## src/design/socrc_pkg.sv

```systemverilog
package socrc_pkg;

  localparam logic [15:0] ModValue    = 16'hFFFF;
  localparam logic [7:0]  AlphaStep   = 8'd17;
  localparam logic [7:0]  BetaStep    = 8'd31;
  localparam logic [7:0]  FirstOffset = 8'd7;

  typedef logic [7:0]  byte_t;
  typedef logic [15:0] term_t;
  typedef logic [24:0] prod_t;

  // Reduces a 25-bit value modulo 2^16 - 1 by folding the upper bits onto the lower half.
  function automatic term_t mod_fold(input prod_t x);
    logic [16:0] s;
    s = {8'd0, x[24:16]} + {1'b0, x[15:0]};
    if (s >= {1'b0, ModValue}) begin
      s = s - {1'b0, ModValue};
    end
    return s[15:0];
  endfunction

endpackage

```

## src/design/socrc_in_if.sv

```systemverilog
interface socrc_in_if;
  logic                 valid;
  logic                 ready;
  socrc_pkg::byte_t     data_byte;
  logic                 last_byte;

  modport source (output valid, output data_byte, output last_byte, input ready);
  modport sink (input valid, input data_byte, input last_byte, output ready);
endinterface

```

## src/design/socrc_out_if.sv

```systemverilog
interface socrc_out_if;
  logic                 valid;
  logic                 ready;
  socrc_pkg::term_t     check_value;

  modport source (output valid, output check_value, input ready);
  modport sink (input valid, input check_value, output ready);
endinterface

```

## src/design/socrc_core.sv

```systemverilog
module socrc_core (
  input  logic              clk,
  input  logic              rst,
  input  logic              advance,
  input  socrc_pkg::byte_t  data_byte,
  input  logic              last_byte,
  output socrc_pkg::term_t  term_value
);

  logic             in_message;
  logic [7:0]       position;
  socrc_pkg::term_t prev_term;
  socrc_pkg::term_t curr_term;

  logic [7:0]       alpha;
  logic [7:0]       beta;
  logic [8:0]       factor;
  socrc_pkg::prod_t plus;
  socrc_pkg::prod_t minus;
  logic             negative;
  socrc_pkg::prod_t magnitude;
  socrc_pkg::term_t folded;
  socrc_pkg::term_t recur_term;
  socrc_pkg::term_t term_next;

  assign alpha  = 8'(position * socrc_pkg::AlphaStep);
  assign beta   = 8'(position * socrc_pkg::BetaStep);
  assign factor = {1'b0, data_byte} + {1'b0, alpha};
  assign plus   = 25'(factor * curr_term);
  assign minus  = 25'(beta * prev_term);

  // A negative difference wraps through 2^64, which is congruent to 1 modulo 2^16 - 1.
  assign negative  = plus < minus;
  assign magnitude = negative ? (minus - plus - 25'd1) : (plus - minus);
  assign folded    = socrc_pkg::mod_fold(magnitude);

  always_comb begin
    if (!negative) begin
      recur_term = folded;
    end else if (folded == 16'd0) begin
      recur_term = 16'd0;
    end else begin
      recur_term = socrc_pkg::ModValue - folded;
    end
  end

  assign term_next  = in_message ? recur_term
                                 : {8'd0, data_byte} + {8'd0, socrc_pkg::FirstOffset};
  assign term_value = term_next;

  always_ff @(posedge clk) begin
    if (rst) begin
      in_message <= 1'b0;
      position   <= 8'd0;
      prev_term  <= 16'd1;
      curr_term  <= 16'd1;
    end else if (advance) begin
      if (last_byte) begin
        in_message <= 1'b0;
        position   <= 8'd0;
        prev_term  <= 16'd1;
        curr_term  <= 16'd1;
      end else begin
        in_message <= 1'b1;
        position   <= in_message ? position + 8'd1 : 8'd1;
        prev_term  <= in_message ? curr_term : 16'd1;
        curr_term  <= term_next;
      end
    end
  end

endmodule

```

## src/design/second_order_recurrence_checksum.sv

```systemverilog
// Second-order recurrence checksum over a byte stream.
// The msg_in channel carries one message byte per transaction, with last_byte
// set on the final byte of each message. The sum_out channel carries one
// transaction per message, holding check_value for the whole message.
// A byte accepted is held in the input register, and its term is computed
// from there and stored when the byte advances; for a final byte the advance
// loads the result register instead, so check_value is registered from the
// term of the final byte. The block takes one byte in every cycle while no
// final byte waits: the term update is a single pass through two small
// multipliers and a modulo fold. While the receiver stalls, non-final bytes
// keep flowing; a final byte waits in the input register until the result
// register is free, and input stops only until that happens.
// Reset clears both channel valid flags and rearms the recurrence, so the next
// byte accepted starts a new message.
module second_order_recurrence_checksum (
  input logic         clk,
  input logic         rst,
  socrc_in_if.sink    msg_in,
  socrc_out_if.source sum_out
);

  logic             in_valid;
  socrc_pkg::byte_t in_byte;
  logic             in_last;
  logic             out_valid;
  socrc_pkg::term_t out_value;
  logic             out_free;
  logic             advance;
  socrc_pkg::term_t term_value;

  assign out_free = !out_valid || sum_out.ready;
  assign advance  = in_valid && (!in_last || out_free);

  assign msg_in.ready        = !in_valid || advance;
  assign sum_out.valid       = out_valid;
  assign sum_out.check_value = out_value;

  socrc_core u_core (
    .clk        (clk),
    .rst        (rst),
    .advance    (advance),
    .data_byte  (in_byte),
    .last_byte  (in_last),
    .term_value (term_value)
  );

  always_ff @(posedge clk) begin
    if (rst) begin
      in_valid <= 1'b0;
    end else if (msg_in.ready) begin
      in_valid <= msg_in.valid;
    end
  end

  always_ff @(posedge clk) begin
    if (msg_in.ready && msg_in.valid) begin
      in_byte <= msg_in.data_byte;
      in_last <= msg_in.last_byte;
    end
  end

  always_ff @(posedge clk) begin
    if (rst) begin
      out_valid <= 1'b0;
    end else if (advance && in_last) begin
      out_valid <= 1'b1;
    end else if (sum_out.ready) begin
      out_valid <= 1'b0;
    end
  end

  always_ff @(posedge clk) begin
    if (advance && in_last) begin
      out_value <= term_value;
    end
  end

endmodule

```

## src/flat_wrapper.sv

```systemverilog
// flat-port wrapper written by rule: the top's interface ports become plain ports
module second_order_recurrence_checksum_flat 
  (clk, rst, msg_in_valid, msg_in_data_byte, msg_in_last_byte, msg_in_ready, sum_out_valid, sum_out_check_value, sum_out_ready);
  socrc_in_if msg_in_i ();
  socrc_out_if sum_out_i ();
  input logic clk;
  input logic rst;
  input wire logic [$bits(msg_in_i.valid)-1:0] msg_in_valid;
  input wire logic [$bits(msg_in_i.data_byte)-1:0] msg_in_data_byte;
  input wire logic [$bits(msg_in_i.last_byte)-1:0] msg_in_last_byte;
  output wire logic [$bits(msg_in_i.ready)-1:0] msg_in_ready;
  output wire logic [$bits(sum_out_i.valid)-1:0] sum_out_valid;
  output wire logic [$bits(sum_out_i.check_value)-1:0] sum_out_check_value;
  input wire logic [$bits(sum_out_i.ready)-1:0] sum_out_ready;
  assign msg_in_i.valid = msg_in_valid;
  assign msg_in_i.data_byte = msg_in_data_byte;
  assign msg_in_i.last_byte = msg_in_last_byte;
  assign msg_in_ready = msg_in_i.ready;
  assign sum_out_valid = sum_out_i.valid;
  assign sum_out_check_value = sum_out_i.check_value;
  assign sum_out_i.ready = sum_out_ready;
  second_order_recurrence_checksum u_core (.clk(clk), .rst(rst), .msg_in(msg_in_i), .sum_out(sum_out_i));
endmodule
```

## config.mk

```make
export PLATFORM = sky130hd
export DESIGN_NAME = second_order_recurrence_checksum_flat
export DESIGN_NICKNAME = d
export VERILOG_FILES = /design/src/design/socrc_pkg.sv /design/src/design/socrc_in_if.sv /design/src/design/socrc_out_if.sv /design/src/design/socrc_core.sv /design/src/design/second_order_recurrence_checksum.sv /design/src/flat_wrapper.sv
export SDC_FILE = /design/constraint.sdc
export NUM_CORES = 1
export LEC_CHECK = 0
export ABC_CLOCK_PERIOD_IN_PS = 30100
export BUFFER_PORTS_ARGS = -buffer_cell sky130_fd_sc_hd__clkbuf_2
export CAP_MARGIN = 20
export CORE_MARGIN = 2
export CORE_UTILIZATION = 50
export CTS_BUF_LIST = sky130_fd_sc_hd__clkbuf_4 sky130_fd_sc_hd__clkbuf_8
export DETAILED_ROUTE_END_ITERATION = 8
export PLACE_DENSITY_LB_ADDON = 0.15
export SLEW_MARGIN = 20
export SYNTH_ARGS = -nofsm -noshare
export SYNTH_HDL_FRONTEND = slang
export SYNTH_HIERARCHICAL = 1
export SYNTH_SLANG_ARGS = --single-unit
export TNS_END_PERCENT = 5
```

## constraint.sdc

```tcl
create_clock -name clk -period 30.1 [get_ports clk]
set_clock_uncertainty 0.15 [all_clocks]
set_input_delay 3.01 -clock clk [delete_from_list [all_inputs] [get_ports clk]]
set_output_delay 3.01 -clock clk [all_outputs]
set_load 0.03 [all_outputs]
```

======== Word level (Yosys, flattened, before mapping) ========
Index checks and enable logic that the tools add are counted.
word-level totals
  output and inout port bits .............. 18
  bits in registers ....................... 68
  logic and storage cells ................. 48
cells by class
  $lt $le $gt $ge ......................... 2
  muxes and demuxes ....................... 13
  reduce and logical (&&, ||, !) cells .... 11
  add/subtract/negate cells ............... 9
  multipliers ............................. 4
operator list
  kind                    number
  $mux 16                 7
  $lt 25x24->1            1
  $mul 9x16->25           1
  $mux 25                 1
  $sub 24x25->25          1
  $sub 25x1->25 const B   1
  $sub 25x24->25          1
  $mul 8x16->24           1
  $add 9x16->17           1
  $ge 17x16->1 const B    1
  $logic_not 16->1        1
  $mul 8x5->8 const B     2
  $mux 8                  2
  $sub 16x16->16 const A  1
  $sub 16x16->16 const B  1
  $add 8x3->9 const B     1
  $add 8x8->9             1
  $add 8x1->8 const B     1
  $logic_and 1x1->1       3
  $logic_not 1->1         3
  $logic_or 1x1->1        3
  $mux 1                  3
  $reduce_bool 2->1       1

======== Longest topological paths before layout ========
Gate-level depths: netlist of the first run.
  word-level depth ........................ 14
  mapped depth ............................ 69
  mapped depth without buffers ............ 65

======== Modules after synthesis ========
The synthesis of the first run kept the hierarchy.
modules (own cells, without submodules)
  module                            area each (um^2)  seq. area each (um^2)  instances  cells each
  socrc_core                        15,149.5          820.8                  1          1,913
  second_order_recurrence_checksum  854.6             790.8                  1          37

======== Worst setup path after synthesis of the first run ========
Ideal clock, no wire load.
  path type ............................... reg-to-reg
  from .................................... register u_core.u_core.position[1]
  to ...................................... register u_core.out_value[3], in the netlist u_core/sum_out.check_value[3], data pin
  required time ........................... 29,677 ps
  data arrival time ....................... 14,704 ps
  buffers on the path ..................... 6
  clock period less this slack ............ 15,127 ps
  cell stages (with the launch flop) ...... 68
  path slack .............................. 14,973 ps
  setup time .............................. 273 ps
  cell sequence ........................... dfxtp_1 > inv_1 > fa_1 > inv_1 > fa_1 > inv_1 > fa_1 > inv_1 > ha_1 > inv_1 > o21bai_1 > a21oi_1 > xnor2_1 > clkbuf_1 > nand2_1 > fa_1 > fa_1 > fa_1 > (+32 left out) > fa_1 > a21oi_1 > o21ai_0 > or3_1 > a2111oi_0 > nor2_1 > or2_2 > a311oi_1 > a311o_1 > and4_4 > o21ai_0 > xnor2_1 > nor4_1 > nand2b_1 > buf_6 > a32oi_1 > o221a_2 > mux2i_1
between the ends
  longest elaborated chain between the ends .. 13
  elaborated cells between the ends (all ways) .. 19
  those cells by class .................... add/sub (7); mul (4); order compare (2); mux (5); reduce/logical (1)
ends and longest elaborated chain
  what                                                RTL line                                source
  start: declaration                                  socrc_core.sv:11                        logic [7:0] position;
  start signal: assignment                            socrc_core.sv:65                        position <= in_message ? position + 8'd1 : 8'd1;
  $mul 8x5->8                                         socrc_core.sv:26                        assign alpha = 8'(position * socrc_pkg::AlphaStep);
  $add 8x8->9                                         socrc_core.sv:28                        assign factor = {1'b0, data_byte} + {1'b0, alpha};
  $mul 9x16->25                                       socrc_core.sv:29                        assign plus = 25'(factor * curr_term);
  $sub 24x25->25                                      socrc_core.sv:34                        assign magnitude = negative ? (minus - plus - 25'd1) : (plus - minus);
  $sub 25x1->25                                       socrc_core.sv:34
  $mux 25                                             socrc_core.sv:34
  $add 9x16->17                                       socrc_pkg.sv:15                         s = {8'd0, x[24:16]} + {1'b0, x[15:0]};
  $sub 16x16->16 or $ge 17x16->1 (tied branches)      socrc_pkg.sv:17, socrc_pkg.sv:16
  $mux 16                                             socrc_pkg.sv:16                         if (s >= {1'b0, ModValue}) begin
  $sub 16x16->16 or $logic_not 16->1 (tied branches)  socrc_core.sv:43, socrc_core.sv:40
  $mux 16                                             socrc_core.sv:40                        end else if (folded == 16'd0) begin
  $mux 16 (*)                                         socrc_core.sv:38                        if (!negative) begin
  $mux 16 (*)                                         socrc_core.sv:47                        assign term_next = in_message ? recur_term
  via u_core.term_value[3]                            second_order_recurrence_checksum.sv:29  socrc_pkg::term_t term_value;
  end signal: assignment                              second_order_recurrence_checksum.sv:74  out_value <= term_value;
  end: declaration                                    second_order_recurrence_checksum.sv:26  socrc_pkg::term_t out_value;
The timed path passes the listed nets; every way through them passes the cells marked *.
A chain may end at the register's enable or synchronous reset.

======== Worst setup path in the final report of the first run ========
Ends and elaborated chain as after synthesis.

==> flow_metrics.env, run 1 <==
export IMPL_routed_via_count=13400
export IMPL_fin_area_sq_um=16700
export IMPL_worst_path_buf_inv=4
export IMPL_place_area_sq_um=16500
export IMPL_ys_flop_type="dfxtp_1"
export IMPL_drtIter0Drc=902
export IMPL_core_sq_um=31600
export IMPL_critPathArrivalTime_ps=16800
export IMPL_wirelength_mm=44.7
export IMPL_num_nets_final=2317
export IMPL_hold_violations=0
export IMPL_setup_viol=0
export IMPL_fin_tns_setup_ps=0
export IMPL_grt_use_met3=0.0284
export IMPL_die_y_um=183
export IMPL_hp_class="register to register"
export IMPL_area_growth_pct=4.17
export IMPL_grt_pass1_vias=13500
export IMPL_met2_usage=0.462
export IMPL_rows=65
export IMPL_critPathRequiredTime_ps=30050
export IMPL_grt_overflow_total=0
export IMPL_drv_slew=0
export IMPL_cts_buffers=9
export IMPL_yosysUniqueCellTypes=82
export IMPL_grt_max_degree=55
export IMPL_gp_congestion=0.916
export IMPL_cts_max_path_buffers=2
export IMPL_drive_above_1_share=0.0501
export IMPL_endpoint_kind="register"
export IMPL_synth_edf_count=25
export IMPL_start_kind="register"
export IMPL_io_pins=31
export IMPL_syn_area_per_cell_sq_um=8.21
export IMPL_drc=0
export IMPL_worst_pin_slew_ps=1010
export IMPL_path_class="register to register"
export IMPL_path_common_cell="a21oi_1"
export IMPL_met1_usage=0.378
export IMPL_rsz0062_at_grt="no"
export IMPL_cts_htree_levels=3
export IMPL_mappedNetlistNets=2335
export IMPL_wl_per_cell_um=19.1
export IMPL_ys_warn_count=6
export IMPL_clock_sinks=68
export IMPL_max_freq_ghz=0.0593
export IMPL_antenna_found_initial=0
export IMPL_insertion_delay_ps=370
export IMPL_hold_buffers=0
export IMPL_cp_top_family="compound AO/OA/AOI/OAI gates"
export IMPL_cts_reportedPaths_clkPinSlew_ps=100
export IMPL_postCtsResizedCells=0
export IMPL_syn_inst=1950
export IMPL_async_reset_ff_frac=0
export IMPL_utilization=0.528
export IMPL_cap_violations=0
export IMPL_viasPerCell=5.72
export IMPL_die_area_sq_um=33500
export IMPL_final_common_cell="inv_1"
export IMPL_cp_slowest_stage_delay_ps=800
export IMPL_layout_common_cells="317 x inv_1, 204 x nand2_1, 198 x fa_1"
export IMPL_firstDrtPassIters=5
export IMPL_grt_usage=0.277
export IMPL_ys_seq_elements=68
export IMPL_critical_path_max_fanout=54
export IMPL_cts_tree="yes"
export IMPL_detail_route_antenna_nets=0
export IMPL_start_util=0.507
export IMPL_antenna_cells=0
export IMPL_period_share=0.560
export IMPL_io_buffer_count=30
export IMPL_postCtsSetupRepairBufs=0
export IMPL_dp_hpwl_mm=36.2
export IMPL_busiest_layer="met2"
export IMPL_maxSlewHeadroom=0.324
export IMPL_grt_pass1_wl_mm=72.8
export IMPL_yosysSeqAreaShare=0.101
export IMPL_crit_slowest_cell="ha_1"
export IMPL_period_needed_ps=16850
export IMPL_synthesis_area_sq_um=16000
export IMPL_cts_root_buf="clkbuf_8"
export IMPL_status="completed"
export IMPL_die_w_um=183
==> state kept, by name, summed over array words and instances (netlist names) <==
| register | flops |
|---|---|
| u_core/u_core/prev_term | 16 |
| u_core/u_core/curr_term | 16 |
| u_core/u_core/in_message | 1 |
| u_core/sum_out.valid | 1 |
| u_core/in_last | 1 |
| u_core/in_valid | 1 |
| u_core/sum_out.check_value | 16 |
| u_core/in_byte | 8 |
| u_core/u_core/position | 8 |
==> stage by stage <==
step,hold WS (ps),setup slack [ps],cells
6_report,362,13250,2339
5_1_grt,389,11960,2339
4_1_cts,358,13310,2339
3_5_place_dp,346,13390,2323
3_3_place_gp,348,13730,2323
2_1_floorplan,284,14970,1950
==> cell usage after synthesis, drive strengths merged (10+ instances only) <==
cell | count | area share
mux2i | 16 | 0.010
inv | 317 | 0.074
a21o | 34 | 0.016
or2 | 10 | 0.0039
edfxtp | 25 | 0.047
a211oi | 10 | 0.0053
ha | 174 | 0.14
fa | 198 | 0.25
and3 | 14 | 0.0055
and2 | 148 | 0.058
o21ai | 64 | 0.020
nor3 | 22 | 0.0069
nor2b | 24 | 0.0094
a31oi | 13 | 0.0060
clkbuf | 68 | 0.016
xnor2 | 78 | 0.043
a21oi | 110 | 0.034
nand2b | 17 | 0.0066
o21a | 15 | 0.0070
nand4 | 12 | 0.0047
or3 | 10 | 0.0039
o21bai | 33 | 0.015
nand2 | 205 | 0.049
nand3 | 31 | 0.010
xor2 | 29 | 0.016
dfxtp | 43 | 0.054
a22oi | 19 | 0.0089
nor2 | 101 | 0.025
==> layout make-up <==
class | count | area, sq um
Fill cell | 3016 | 14900
Multi-Input combinational cell | 1490 | 12900
Sequential cell | 68 | 1610
Inverter | 317 | 1190
Tap cell | 402 | 503
Timing Repair Buffer | 46 | 270
Clock buffer | 10 | 131
Clock inverter | 6 | 63.8
==> worst paths after layout <==
check                                  from                       endpoint  slack, ps  depth (start not counted)
setup / recovery  u_core/u_core/position[1]  u_core/sum_out.check_value[3]      13250                         61
hold / removal              u_core/in_valid           u_core/sum_out.valid        360                          2
setup reg to reg  u_core/u_core/position[1]  u_core/sum_out.check_value[3]      13250                         61
hold reg to reg             u_core/in_valid           u_core/sum_out.valid        360                          2
==> worst register-to-register path, delay by kind of cell, from the launching register on <==
| kind | cells | cell delay [ps] |
|---|---|---|
| AOI/OAI and AO/OA | 26 | 6070 |
| xor gates and xnor gates | 3 | 500 |
| adders and majority gates | 12 | 5390 |
| buffers and inverters | 4 | 410 |
| DFF | 1 | 440 |
| muxes | 1 | 70 |
| and+or+nand+nor | 15 | 3570 |
==> metal layers <==
metal,part of all wire,vias up
met5,0,-
met4,0.033,0
met3,0.055,64
met2,0.46,420
met1,0.45,6575
li1,-,6326
==> kinds of logic (layout without fill, tap and decap cells) <==
logic type	Yosys count	after routing	share of synthesized area
adder cells (fa/ha/maj)	372	372	0.384
AO/OA/AOI/OAI	372	372	0.154
AND/OR/NAND/NOR	615	615	0.194
buffers and inverters	392	379	0.0932
flip-flops	68	68	0.101
multiplexers	24	24	0.0156
XOR/XNOR	107	107	0.0586
Power of run 1 is left out: the tool's default activity adds up to more than one toggle a clock period on the data nets, which glitch-free logic cannot reach.
==> run 2, diff against run 1 <==
--- a/config.mk
+++ b/config.mk
@@ -5,7 +5,7 @@
 export SDC_FILE = /design/constraint.sdc
 export NUM_CORES = 1
 export LEC_CHECK = 0
-export ABC_CLOCK_PERIOD_IN_PS = 30100
+export ABC_CLOCK_PERIOD_IN_PS = 16500
 export BUFFER_PORTS_ARGS = -buffer_cell sky130_fd_sc_hd__clkbuf_2
 export CAP_MARGIN = 20
 export CORE_MARGIN = 2
==> constraint.sdc (replaced) <==
create_clock -name clk -period 16.5 [get_ports clk]
set_clock_uncertainty 0.15 [all_clocks]
set_input_delay 1.65 -clock clk [delete_from_list [all_inputs] [get_ports clk]]
set_output_delay 1.65 -clock clk [all_outputs]
set_load 0.03 [all_outputs]
==> run 2 against run 1 <==
Register-to-register slack worse by 12000 ps. Setup slack got worse by 12000 ps. Final cell count increased by 0.77%. Maximum frequency rose by 9.6%. Non-clock buffer count is 18 higher. Largest cell class unchanged.
==> flow_metrics.env, run 2 (synthesized netlist as in run 1, its figures left out) <==
export IMPL_clock_sinks=68
export IMPL_grt_pass1_wl_mm=72.9
export IMPL_crit_slowest_cell="fa_1"
export IMPL_critical_path_max_fanout=10
export IMPL_timing_rr_end="u_core/sum_out.check_value[12]"
export IMPL_ff2ff_setup_slack_ps=1130
export IMPL_wl_per_cell_um=19.1
export IMPL_placed_cells=2339
export IMPL_rr_startpoint="u_core/u_core/position[0]"
export IMPL_detail_route_antenna_nets=0
export IMPL_insertion_delay_ps=380
export IMPL_wirelength_mm=45.1
export IMPL_cts_tree="yes"
export IMPL_max_freq_ghz=0.0651
export IMPL_drive_above_1_share=0.0639
export IMPL_setup_viol=0
export IMPL_maxSlewHeadroom=0.293
export IMPL_worstHoldStart="u_core/in_valid"
export IMPL_path_class="register to register"
export IMPL_area_growth_pct=5.54
export IMPL_met1_usage=0.390
export IMPL_reg2reg_depth=63
export IMPL_drc=0
export IMPL_busiest_layer="met2"
export IMPL_hold_depth=2
export IMPL_post_place_ws_ps=685
export IMPL_antenna_cells=0
export IMPL_status="completed"
export IMPL_grt_overflow_total=0
export IMPL_crit_start="u_core/u_core/position[0]"
export IMPL_firstDrtPassIters=5
export IMPL_met2_usage=0.461
export IMPL_die_y_um=183
export IMPL_viasPerCell=5.76
export IMPL_rsz0062_at_grt="no"
export IMPL_core_sq_um=31600
export IMPL_dp_hpwl_mm=37.0
export IMPL_io_buffer_count=30
export IMPL_final_common_cell="inv_1"
export IMPL_routed_via_count=13600
export IMPL_cap_violations=0
export IMPL_drv_slew=0
export IMPL_rows=65
export IMPL_num_nets_final=2335
export IMPL_whs_ps=363
export IMPL_grt_pass1_vias=13400
export IMPL_io_pins=31
export IMPL_worst_pin_slew_ps=1060
export IMPL_fin_tns_setup_ps=0
export IMPL_cts_buffers=9
export IMPL_cp_slowest_stage_delay_ps=580
export IMPL_fin_cells=2357
export IMPL_cts_htree_levels=3
export IMPL_grt_usage=0.278
export IMPL_hold_violations=0
export IMPL_period_share=0.932
export IMPL_fin_ws_ps=1130
export IMPL_endpoint_kind="register"
export IMPL_grt_max_degree=36
export IMPL_start_kind="register"
export IMPL_die_area_sq_um=33500
export IMPL_cts_max_path_buffers=2
export IMPL_cts_root_buf="clkbuf_8"
export IMPL_gp_congestion=0.908
export IMPL_cts_reportedPaths_clkPinSlew_ps=90
export IMPL_hp_class="register to register"
export IMPL_layout_common_cells="317 x inv_1, 203 x nand2_1, 198 x fa_1"
export IMPL_die_w_um=183
export IMPL_antenna_found_initial=0
export IMPL_critPathRequiredTime_ps=16500
export IMPL_start_util=0.507
export IMPL_drtIter0Drc=939
export IMPL_grt_use_met3=0.0218
export IMPL_period_needed_ps=15370
export IMPL_critPathArrivalTime_ps=15370
export IMPL_hold_end="u_core/sum_out.valid"
-- run 2: changes by cell type in the layout (fill, tap and decap cells not counted), sizes merged --
cell / before / now
clkinvlp: 2 / 1
buf: 16 / 34
clkinv: 2 / 3
bufinv: 1 / 2
inv: 318 / 317
-- run 2: worst max-delay path by stage --
stage	endpoint	slack (ps)	cells past startpoint
final	u_core/sum_out.check_value[12]	1130	63
after global routing	u_core/sum_out.check_value[10]	20	64
after CTS	u_core/sum_out.check_value[3]	610	64
after detailed placement	u_core/sum_out.check_value[3]	690	64
after global placement	u_core/sum_out.check_value[3]	1020	64
after floorplan	u_core/sum_out.check_value[3]	1370	67
-- run 2: cell type report --
type | instances | area (sq um)
well taps | 402 | 503
clock buffers | 10 | 131
inverters | 317 | 1190
multi-input cells | 1490 | 12900
repair buffers | 64 | 425
fillers | 3021 | 14700
clock inverters | 6 | 90.1
flip-flops and latches | 68 | 1620
-- run 2: repair_timing --
item                                    in CTS  in global routing
hold endpoints to repair                     0                  0
hold buffers                                 0                  0
resized for setup                            0                 14
setup buffers                                0                  2
endpoints found under the setup margin       0                 32
-- run 2: critical path: cells and delay by family (launching register included) --
| family | cells | cell delay (ps) |
|---|---|---|
| adder cells (fa/ha/maj) | 12 | 5260 |
| AO/OA/AOI/OAI | 24 | 4420 |
| AND/OR/NAND/NOR | 18 | 3540 |
| XOR/XNOR | 4 | 900 |
| buffers and inverters | 5 | 500 |
| flip-flops | 1 | 380 |
-- run 2: routing by layer --
layer | part of all wire | vias up
met2 | 0.47 | 441
met3 | 0.054 | 61
li1 | - | 6357
met1 | 0.45 | 6710
met4 | 0.028 | 0
met5 | 0 | -
-- run 2: metrics by stage --
stage | area, sq um | util
after floorplan | 16000 | -
after global placement | 16600 | 0.526
after detailed placement | 16600 | 0.526
after CTS | 16800 | 0.533
after global routing | 16900 | 0.535
final | 16900 | 0.535
Power of run 2 is left out for the same reason.
